$ cat config.mk
export PLATFORM = sky130hd
export DESIGN_NAME = dibit_pulse_bus_transmitter_unit
export DESIGN_NICKNAME = d
export VERILOG_FILES = /design/src/rtl/core/dpbt_pkg.sv /design/src/rtl/core/dpbt_frame_store.sv /design/src/rtl/core/dpbt_ctrl.sv /design/src/rtl/core/dibit_pulse_bus_transmitter_unit.sv
export SDC_FILE = /design/constraint.sdc
export NUM_CORES = 1
export LEC_CHECK = 0
export BUFFER_PORTS_ARGS = -buffer_cell sky130_fd_sc_hd__buf_2
export CORE_ASPECT_RATIO = 0.75
export CORE_UTILIZATION = 40
export DETAILED_ROUTE_END_ITERATION = 8
export PLACE_DENSITY_LB_ADDON = 0.15
export SYNTH_ARGS = -nofsm -noshare
export SYNTH_HDL_FRONTEND = slang
export SYNTH_SLANG_ARGS = --single-unit
export TNS_END_PERCENT = 1
$ cat constraint.sdc
create_clock -name clk -period 5 [get_ports clk]
set_input_delay 0.25 -clock clk [delete_from_list [all_inputs] [get_ports clk]]
set_output_delay 0.25 -clock clk [all_outputs]
set_load 0.05 [all_outputs]
$ cat src/rtl/core/dpbt_pkg.sv
// shared types and constants for the dibit pulse bus transmitter
`timescale 1ns / 1ps
`default_nettype none
package dpbt_pkg;

  localparam int MAX_FRAME_BYTES_DEF = 8;
  // the byte index field addresses at most this many entries
  localparam int INDEX_SPAN = 8;
  localparam int POS_W = 4;
  localparam int CNT_W = 9;

  localparam logic [3:0] FRAME_LENGTH_RST = 4'd5;
  localparam logic [3:0] MAX_ATTEMPTS_RST = 4'd5;
  localparam logic [7:0] IDLE_GAP_RST = 8'd20;
  localparam logic [7:0] BACKOFF_BASE_RST = 8'h80;
  localparam logic [3:0] ATTEMPT_SAT = 4'd15;

  typedef enum logic [1:0] {
    CMD_LOAD  = 2'd0,
    CMD_START = 2'd1,
    CMD_TICK  = 2'd2
  } command_t;

  typedef enum logic [1:0] {
    REG_FRAME_LENGTH = 2'd0,
    REG_MAX_ATTEMPTS = 2'd1,
    REG_IDLE_GAP     = 2'd2,
    REG_BACKOFF_BASE = 2'd3
  } reg_index_t;

  typedef enum logic [2:0] {
    PH_IDLE    = 3'd0,
    PH_GAP     = 3'd1,
    PH_DRIVE   = 3'd2,
    PH_RELEASE = 3'd3,
    PH_BACKOFF = 3'd4
  } phase_t;

  typedef enum logic [2:0] {
    ST_IDLE    = 3'd0,
    ST_SENDING = 3'd1,
    ST_BACKOFF = 3'd2,
    ST_SENT    = 3'd3,
    ST_FAILED  = 3'd4
  } status_t;

  typedef struct packed {
    logic [1:0] command;
    logic [2:0] byte_index;
    logic [7:0] byte_value;
    logic       rx_released;
    logic [5:0] backoff_random;
  } item_t;

  typedef struct packed {
    logic       line_drive;
    logic [2:0] status;
    logic [3:0] attempts_used;
  } result_t;

  typedef struct packed {
    logic [3:0] frame_length;
    logic [3:0] max_attempts;
    logic [7:0] idle_gap_bits;
    logic [7:0] backoff_base;
  } cfg_t;

  typedef struct packed {
    logic       en;
    logic [2:0] addr;
    logic [7:0] data;
  } store_wr_t;

endpackage
`default_nettype wire

$ cat src/rtl/core/dpbt_frame_store.sv
// frame byte store: register file with one write port and one read port
`timescale 1ns / 1ps
`default_nettype none
module dpbt_frame_store #(
  parameter int MAX_FRAME_BYTES = dpbt_pkg::MAX_FRAME_BYTES_DEF
) (
  input  wire logic                      clk,
  input  wire dpbt_pkg::store_wr_t       wr,
  input  wire logic [dpbt_pkg::POS_W-1:0] rd_pos,
  output logic [7:0]                     rd_data
);
  import dpbt_pkg::*;

  localparam int DEPTH = (MAX_FRAME_BYTES < INDEX_SPAN) ? MAX_FRAME_BYTES : INDEX_SPAN;
  localparam int IDX_W = (DEPTH > 1) ? $clog2(DEPTH) : 1;

  logic [7:0] entries [DEPTH];

  always_ff @(posedge clk) begin
    if (wr.en && ({1'b0, wr.addr} < POS_W'(DEPTH))) begin
      entries[wr.addr[IDX_W-1:0]] <= wr.data;
    end
  end

  always_comb begin
    if (rd_pos < POS_W'(DEPTH)) begin
      rd_data = entries[rd_pos[IDX_W-1:0]];
    end else begin
      rd_data = 8'd0;
    end
  end

endmodule
`default_nettype wire

$ cat src/rtl/core/dpbt_ctrl.sv
// transmit sequencer: gap, drive, release and backoff phases with result forming
`timescale 1ns / 1ps
`default_nettype none
module dpbt_ctrl #(
  parameter int MAX_FRAME_BYTES = dpbt_pkg::MAX_FRAME_BYTES_DEF
) (
  input  wire logic                       clk,
  input  wire logic                       rst,
  input  wire logic                       fire,
  input  wire dpbt_pkg::item_t            item,
  input  wire dpbt_pkg::cfg_t             cfg,
  input  wire logic [7:0]                 rd_data,
  output dpbt_pkg::store_wr_t             store_wr,
  output logic [dpbt_pkg::POS_W-1:0]      rd_pos,
  output dpbt_pkg::result_t               result
);
  import dpbt_pkg::*;

  localparam int LIM = (MAX_FRAME_BYTES < INDEX_SPAN) ? MAX_FRAME_BYTES : INDEX_SPAN;

  phase_t           phase, phase_next;
  logic [CNT_W-1:0] period_counter, period_counter_next;
  logic [POS_W-1:0] byte_position, byte_position_next;
  logic [1:0]       dibit_position, dibit_position_next;
  logic [1:0]       current_dibit, current_dibit_next;
  logic             fault_seen, fault_seen_next;
  logic             echo_seen, echo_seen_next;
  logic [3:0]       attempt_count, attempt_count_next;
  status_t          last_outcome, last_outcome_next;

  logic [CNT_W-1:0] gap_len, backoff_len, cnt_dec;
  logic [3:0]       att_inc, max_eff, end_att;
  logic [POS_W-1:0] frame_eff, bpos_inc;
  logic [1:0]       dpos_inc, rd_dibit_pos, rd_dibit;
  logic             fault_now, echo_now;
  logic             start_dibit, do_fail, end_bo;

  always_ff @(posedge clk) begin
    if (rst) begin
      phase          <= PH_IDLE;
      period_counter <= '0;
      byte_position  <= '0;
      dibit_position <= '0;
      current_dibit  <= '0;
      fault_seen     <= 1'b0;
      echo_seen      <= 1'b0;
      attempt_count  <= '0;
      last_outcome   <= ST_IDLE;
    end else begin
      phase          <= phase_next;
      period_counter <= period_counter_next;
      byte_position  <= byte_position_next;
      dibit_position <= dibit_position_next;
      current_dibit  <= current_dibit_next;
      fault_seen     <= fault_seen_next;
      echo_seen      <= echo_seen_next;
      attempt_count  <= attempt_count_next;
      last_outcome   <= last_outcome_next;
    end
  end

  always_comb begin
    store_wr.en   = fire && (item.command == CMD_LOAD);
    store_wr.addr = item.byte_index;
    store_wr.data = item.byte_value;
  end

  // helper values
  always_comb begin
    gap_len     = (cfg.idle_gap_bits == 8'd0) ? CNT_W'(1) : CNT_W'(cfg.idle_gap_bits);
    backoff_len = CNT_W'(cfg.backoff_base) + CNT_W'(item.backoff_random);
    cnt_dec     = period_counter - CNT_W'(1);
    att_inc     = (attempt_count == ATTEMPT_SAT) ? attempt_count : attempt_count + 4'd1;
    max_eff     = (cfg.max_attempts == 4'd0) ? 4'd1 : cfg.max_attempts;
    if (cfg.frame_length == 4'd0) begin
      frame_eff = POS_W'(1);
    end else if (POS_W'(cfg.frame_length) > POS_W'(LIM)) begin
      frame_eff = POS_W'(LIM);
    end else begin
      frame_eff = POS_W'(cfg.frame_length);
    end
    fault_now = fault_seen | ~item.rx_released;
    echo_now  = echo_seen | ~item.rx_released;
    dpos_inc  = dibit_position + 2'd1;
    bpos_inc  = (dibit_position == 2'd3) ? byte_position + POS_W'(1) : byte_position;
    // after the gap the frame restarts at the first dibit of byte zero
    rd_pos       = (phase == PH_GAP) ? '0 : bpos_inc;
    rd_dibit_pos = (phase == PH_GAP) ? 2'd0 : dpos_inc;
    case (rd_dibit_pos)
      2'd0:    rd_dibit = rd_data[7:6];
      2'd1:    rd_dibit = rd_data[5:4];
      2'd2:    rd_dibit = rd_data[3:2];
      default: rd_dibit = rd_data[1:0];
    endcase
  end

  // next state
  always_comb begin
    phase_next          = phase;
    period_counter_next = period_counter;
    byte_position_next  = byte_position;
    dibit_position_next = dibit_position;
    current_dibit_next  = current_dibit;
    fault_seen_next     = fault_seen;
    echo_seen_next      = echo_seen;
    attempt_count_next  = attempt_count;
    last_outcome_next   = last_outcome;
    start_dibit         = 1'b0;
    do_fail             = 1'b0;
    end_bo              = 1'b0;
    end_att             = attempt_count;

    if (fire && (item.command == CMD_START) && (phase == PH_IDLE)) begin
      attempt_count_next  = '0;
      phase_next          = PH_GAP;
      period_counter_next = gap_len;
      fault_seen_next     = 1'b0;
    end else if (fire && (item.command == CMD_TICK)) begin
      case (phase)
        PH_GAP: begin
          fault_seen_next     = fault_now;
          period_counter_next = cnt_dec;
          if (cnt_dec == '0) begin
            if (fault_now) begin
              do_fail = 1'b1;
            end else begin
              byte_position_next  = '0;
              dibit_position_next = 2'd0;
              start_dibit         = 1'b1;
            end
          end
        end
        PH_DRIVE: begin
          echo_seen_next      = echo_now;
          period_counter_next = cnt_dec;
          if (cnt_dec == '0) begin
            if (!echo_now) begin
              do_fail = 1'b1;
            end else begin
              phase_next          = PH_RELEASE;
              period_counter_next = CNT_W'(current_dibit) + CNT_W'(1);
              fault_seen_next     = 1'b0;
            end
          end
        end
        PH_RELEASE: begin
          fault_seen_next     = fault_now;
          period_counter_next = cnt_dec;
          if (cnt_dec == '0) begin
            if (fault_now) begin
              do_fail = 1'b1;
            end else begin
              dibit_position_next = dpos_inc;
              byte_position_next  = bpos_inc;
              if (bpos_inc >= frame_eff) begin
                phase_next        = PH_IDLE;
                last_outcome_next = ST_SENT;
              end else begin
                start_dibit = 1'b1;
              end
            end
          end
        end
        PH_BACKOFF: begin
          period_counter_next = cnt_dec;
          if (cnt_dec == '0) begin
            end_bo = 1'b1;
          end
        end
        default: begin
        end
      endcase
    end

    if (start_dibit) begin
      current_dibit_next  = rd_dibit;
      phase_next          = PH_DRIVE;
      period_counter_next = CNT_W'(3'd4 - {1'b0, rd_dibit});
      echo_seen_next      = 1'b0;
    end

    if (do_fail) begin
      attempt_count_next  = att_inc;
      phase_next          = PH_BACKOFF;
      period_counter_next = backoff_len;
      // zero backoff decides retry or failure at once
      if (backoff_len == '0) begin
        end_bo  = 1'b1;
        end_att = att_inc;
      end
    end

    if (end_bo) begin
      if (end_att >= max_eff) begin
        phase_next        = PH_IDLE;
        last_outcome_next = ST_FAILED;
      end else begin
        phase_next          = PH_GAP;
        period_counter_next = gap_len;
        fault_seen_next     = 1'b0;
      end
    end
  end

  // result for this request
  always_comb begin
    result.line_drive    = (phase_next == PH_DRIVE);
    result.attempts_used = attempt_count_next;
    case (phase_next)
      PH_IDLE:    result.status = last_outcome_next;
      PH_BACKOFF: result.status = ST_BACKOFF;
      default:    result.status = ST_SENDING;
    endcase
  end

endmodule
`default_nettype wire

$ cat src/rtl/core/dibit_pulse_bus_transmitter_unit.sv
// top level: request register, config registers, sequencer and result register
// an accepted request is held in the request register, then its result in the result register
// throughput: one request per cycle while the output is not stalled, every command, set by the single-pass sequencer
// the result register holds while stalled and the request register fills behind it
// synchronous reset returns config to defaults, the sequencer to idle and both
// registers to empty; the frame store holds no reset value
`timescale 1ns / 1ps
`default_nettype none
module dibit_pulse_bus_transmitter_unit #(
  parameter int MAX_FRAME_BYTES = dpbt_pkg::MAX_FRAME_BYTES_DEF
) (
  input  wire logic       clk,
  input  wire logic       rst,
  input  wire logic       in_valid,
  output logic            in_stall,
  input  wire logic [1:0] command,
  input  wire logic [2:0] byte_index,
  input  wire logic [7:0] byte_value,
  input  wire logic       rx_released,
  input  wire logic [5:0] backoff_random,
  output logic            out_valid,
  input  wire logic       out_stall,
  output logic            line_drive,
  output logic [2:0]      status,
  output logic [3:0]      attempts_used,
  input  wire logic       cfg_valid,
  output logic            cfg_ready,
  input  wire logic [1:0] cfg_index,
  input  wire logic [7:0] cfg_data
);
  import dpbt_pkg::*;

  logic                 req_valid;
  item_t                req;
  logic                 advance, fire;
  cfg_t                 cfg;
  result_t              result, res_q;
  store_wr_t            store_wr;
  logic [POS_W-1:0]     rd_pos;
  logic [7:0]           rd_data;

  assign advance   = !out_valid || !out_stall;
  assign fire      = req_valid && advance;
  assign in_stall  = req_valid && !advance;
  assign cfg_ready = 1'b1;

  always_ff @(posedge clk) begin
    if (rst) begin
      req_valid <= 1'b0;
    end else if (!in_stall) begin
      req_valid <= in_valid;
    end
  end

  always_ff @(posedge clk) begin
    if (!in_stall && in_valid) begin
      req.command        <= command;
      req.byte_index     <= byte_index;
      req.byte_value     <= byte_value;
      req.rx_released    <= rx_released;
      req.backoff_random <= backoff_random;
    end
  end

  always_ff @(posedge clk) begin
    if (rst) begin
      cfg.frame_length  <= FRAME_LENGTH_RST;
      cfg.max_attempts  <= MAX_ATTEMPTS_RST;
      cfg.idle_gap_bits <= IDLE_GAP_RST;
      cfg.backoff_base  <= BACKOFF_BASE_RST;
    end else if (cfg_valid && cfg_ready) begin
      case (cfg_index)
        REG_FRAME_LENGTH: cfg.frame_length  <= cfg_data[3:0];
        REG_MAX_ATTEMPTS: cfg.max_attempts  <= cfg_data[3:0];
        REG_IDLE_GAP:     cfg.idle_gap_bits <= cfg_data;
        REG_BACKOFF_BASE: cfg.backoff_base  <= cfg_data;
        default: begin
        end
      endcase
    end
  end

  dpbt_frame_store #(
    .MAX_FRAME_BYTES(MAX_FRAME_BYTES)
  ) u_store (
    .clk     (clk),
    .wr      (store_wr),
    .rd_pos  (rd_pos),
    .rd_data (rd_data)
  );

  dpbt_ctrl #(
    .MAX_FRAME_BYTES(MAX_FRAME_BYTES)
  ) u_ctrl (
    .clk      (clk),
    .rst      (rst),
    .fire     (fire),
    .item     (req),
    .cfg      (cfg),
    .rd_data  (rd_data),
    .store_wr (store_wr),
    .rd_pos   (rd_pos),
    .result   (result)
  );

  always_ff @(posedge clk) begin
    if (rst) begin
      out_valid <= 1'b0;
    end else if (advance) begin
      out_valid <= fire;
    end
  end

  always_ff @(posedge clk) begin
    if (fire) begin
      res_q <= result;
    end
  end

  assign line_drive    = res_q.line_drive;
  assign status        = res_q.status;
  assign attempts_used = res_q.attempts_used;

endmodule
`default_nettype wire
==> impl_metrics.py <==
metrics = {
    "timing": {
        "report.final.slew_viol_count": 0,
        "worst_clock_skew_ns": 0.00848,
        "final.setup.tns_ns": 0,
        "final.period_utilization": 0.920,
        "period_minus_slack_ns": 4.60,
        "worst_hold_slack_across_all_endpoints_ns": 0.0264,
        "rsz0062_at_grt": "false",
        "timing.fmax_mhz": 217,
        "setup_viol": 0,
        "worstMarginPinSlew_ns": 1.10,
        "slew_margin_rel": 0.265,
        "hold_viol_final": 0,
    },
    "route": {
        "number_of_vias_per_cell": 5.60,
        "drt_wl_total_microns": 18600,
        "route.antenna.remaining_nets": 0,
        "drc": 0,
        "drt-initial-drc-count": 498,
        "num_vias": 5770,
        "detail_route.wl_per_cell_microns": 18.1,
        "drt_pre_antenna_iters": 5,
    },
    "logic_synthesis": {
        "synth.lib_cells_used.distinct": 82,
        "synth_top_cells_by_count": "edfxtp_1, nand2_1, nor2_1",
        "synth-edff-count": 92,
        "yosys_warnings": 0,
        "synth_ff_type": "edfxtp_1",
        "synth.area.top_cells": "edfxtp_1, dfxtp_1, nand2_1",
        "async_flop_share": 0,
        "synth_area_sq_um": 7410,
        "synth_seq_cells": 147,
        "synth_sequential_area_ratio": 0.522,
        "synth_fp_nets": 776,
        "synth_top_area_cell": "edfxtp_1",
        "yosys.cell_count.top_type": "edfxtp_1",
        "syn_inst": 719,
        "postSynthAreaPerCell_sq_um": 10.3,
        "yosys.area.top_type_share": 0.373,
    },
    "pwr": {
        "power-per-cell-area_nw_per_um2": 319,
        "power_leakage_nw": 3.14,
        "max-vdd-ir-drop_uv": 190,
    },
    "final_layout": {
        "instances_no_fill": 1031,
        "final_net_count": 833,
        "syn2layout_area_growth_pct": 16.8,
        "num_antenna_cells": 0,
        "fillers": 1667,
        "layout-drive-gt1-share": 0.150,
    },
    "die": {
        "die-height_microns": 120,
        "fp_rows": 42,
        "core_sq_um": 17900,
        "initial_core_util": 0.414,
        "ios": 46,
        "die_area_sq_um": 19100,
        "die_x_microns": 159,
    },
    "placement": {
        "hpwl_microns": 13400,
        "port_buffers": 44,
        "placed_cells_incl_taps": 981,
        "gpl.final_weighted_congestion": 0.921,
    },
    "grt": {
        "antenna_found_initial": 0,
        "globalRoute.totalOverflow": 0,
        "grt_pass1_vias": 5422,
        "grt_util_all_layers": 0.207,
        "grt_pass1_wl_microns": 30100,
        "grt_start_max_net_pins": 58,
    },
    "critical_path": {
        "cp.required_ns": 5.23,
        "critical_path_peak_fanout": 7,
        "critical_path.endpoint_type": "register",
        "timing.critical_path.from_type": "register",
        "critical_path_class": "register to register",
        "worst_path_arrival_ns": 4.83,
    },
    "clocking": {
        "numClockSinks": 147,
        "cts_max_level": 4,
        "cts_tree": "done",
        "cts_inserted_buffers": 17,
        "clock_tree.buffer_depth": 2,
        "cts_root_buf": "clkbuf_16",
        "cts.clk_slew.worst_paths_ns": 0.07,
        "clock_latency_ns": 0.43,
    },
    "outcome": {
        "result_of_the_run": "finished, final reports clean",
    },
    "run": {
        "drv_cap": 0,
    },
    "min_path": {
        "hold_class": "input pin to register",
    },
}
## per-stage QoR
step	worst slack, ns	power, W	area (sq um)	utilization
detailed placement	0.300	0.00152	7880	0.441
finish	0.399	0.00276	8650	0.484
CTS	0.230	0.00278	8640	0.484
floorplan	1.08	0.00147	7410	-
global placement	0.404	0.00152	7880	0.441
global route	0.0169	0.00285	8650	0.484
## final timing paths
kind                  startpoint             endpoint  slack (ns)  depth (start not counted)
min            backoff_random[1]     req[1]$_DFFE_PP_        0.03                          1
max             req[0]$_DFFE_PP_  status[0]$_DFFE_PP_        0.40                         17
max reg2reg     req[0]$_DFFE_PP_  status[0]$_DFFE_PP_        0.40                         17
min reg2reg  cfg[0]$_SDFFE_PP0P_  cfg[0]$_SDFFE_PP0P_        0.46                          2
## timing repair
item / in CTS / in global routing
hold buffers: 18 / 0
buffers inserted: 0 / 0
endpoints found under the setup margin: 0 / 6
gates resized for setup: 0 / 1
hold endpoints to repair: 18 / 0
## logic make-up after synthesis
kind of cell,share of synthesized area
AO/OA/AOI/OAI,0.155
XOR/XNOR,0.0177
adder cells (fa/ha/maj),0.0382
buffers and inverters,0.0296
flip-flops,0.522
multiplexers,0.0350
other,0.000506
AND/OR/NAND/NOR,0.202
## report_power, final
part           switching (W)  total (W)  internal (W)
Sequential         0.0000266    0.00134       0.00131
Combinational       0.000103   0.000168     0.0000652
Clock               0.000579    0.00125      0.000669
Total               0.000708    0.00276       0.00205
## layer usage
metal / routed length, microns / GRT usage
met2: 7490 / 0.283
met5: 0 / 0
met1: 9730 / 0.319
met4: 144 / 0.0469
met3: 1280 / 0.0546
## sequential cells by signal, indices dropped and copies added, names as in the netlist
signal and flops:
req_valid 1, u_ctrl.byte_position 4, cfg 24, u_ctrl.period_counter 9, status 3, u_ctrl.current_dibit 2, req 20, u_ctrl.attempt_count 4
u_ctrl.dibit_position 2, u_ctrl.fault_seen 1, u_ctrl.last_outcome 3, u_ctrl.phase 3, attempts_used 4, line_drive 1, out_valid 1, u_store.entries 64
u_ctrl.echo_seen 1
## worst max-delay path: stages, from the launching register on
cell      delay (ns)
edfxtp_1        0.38
ha_1            0.24
fa_1            0.41
a211oi_1        0.42
nor2_1          0.12
xor2_1          0.18
nor4_2          0.40
and4b_1         0.37
nand2_1         0.12
xor2_1          0.16
ha_1            0.29
nand2b_1        0.14
a21o_1          0.18
a21o_1          0.18
a21o_1          0.19
nor2_1          0.39
nor2_1          0.12
o311ai_1        0.12
## area by class of cell
type                       instances  area [sq um]  share of cell area
inverter                          17          63.8             0.00738
clock inverter                    15           163              0.0188
multi-input combinational        521          3360               0.388
sequential                       147          3860               0.447
tap                              242           303              0.0350
clock buffer                      17           425              0.0492
timing repair buffer              72           475              0.0550
## placed cells by master, fill, tap and decap left out, types with 4 or more instances in the layout
cell type	Yosys	final
nor2_1	61	61
nor2b_1	20	19
edfxtp_1	92	92
buf_4	1	10
a211o_1	6	6
a221oi_1	4	4
o21ai_0	34	34
a311oi_1	4	4
inv_1	16	16
nor3b_1	9	6
a22oi_1	5	5
ha_1	21	21
mux2i_1	18	18
a211oi_1	6	6
o211ai_1	5	5
nand4_1	6	6
dfxtp_1	55	55
a31oi_1	7	7
nor3_1	25	24
xnor2_1	8	8
or3_1	6	6
xor2_1	7	7
a21o_1	6	6
nor4_1	9	8
buf_2	1	44
nand2b_1	14	14
dlygate4sd3_1	0	18
nand3b_1	10	10
nand2_1	85	85
a21oi_1	48	47
inv_8	0	6
nand3_1	16	16
clkbuf_16	0	17
and3_1	7	7
No activity file was read; power rests on OpenSTA's default activity.
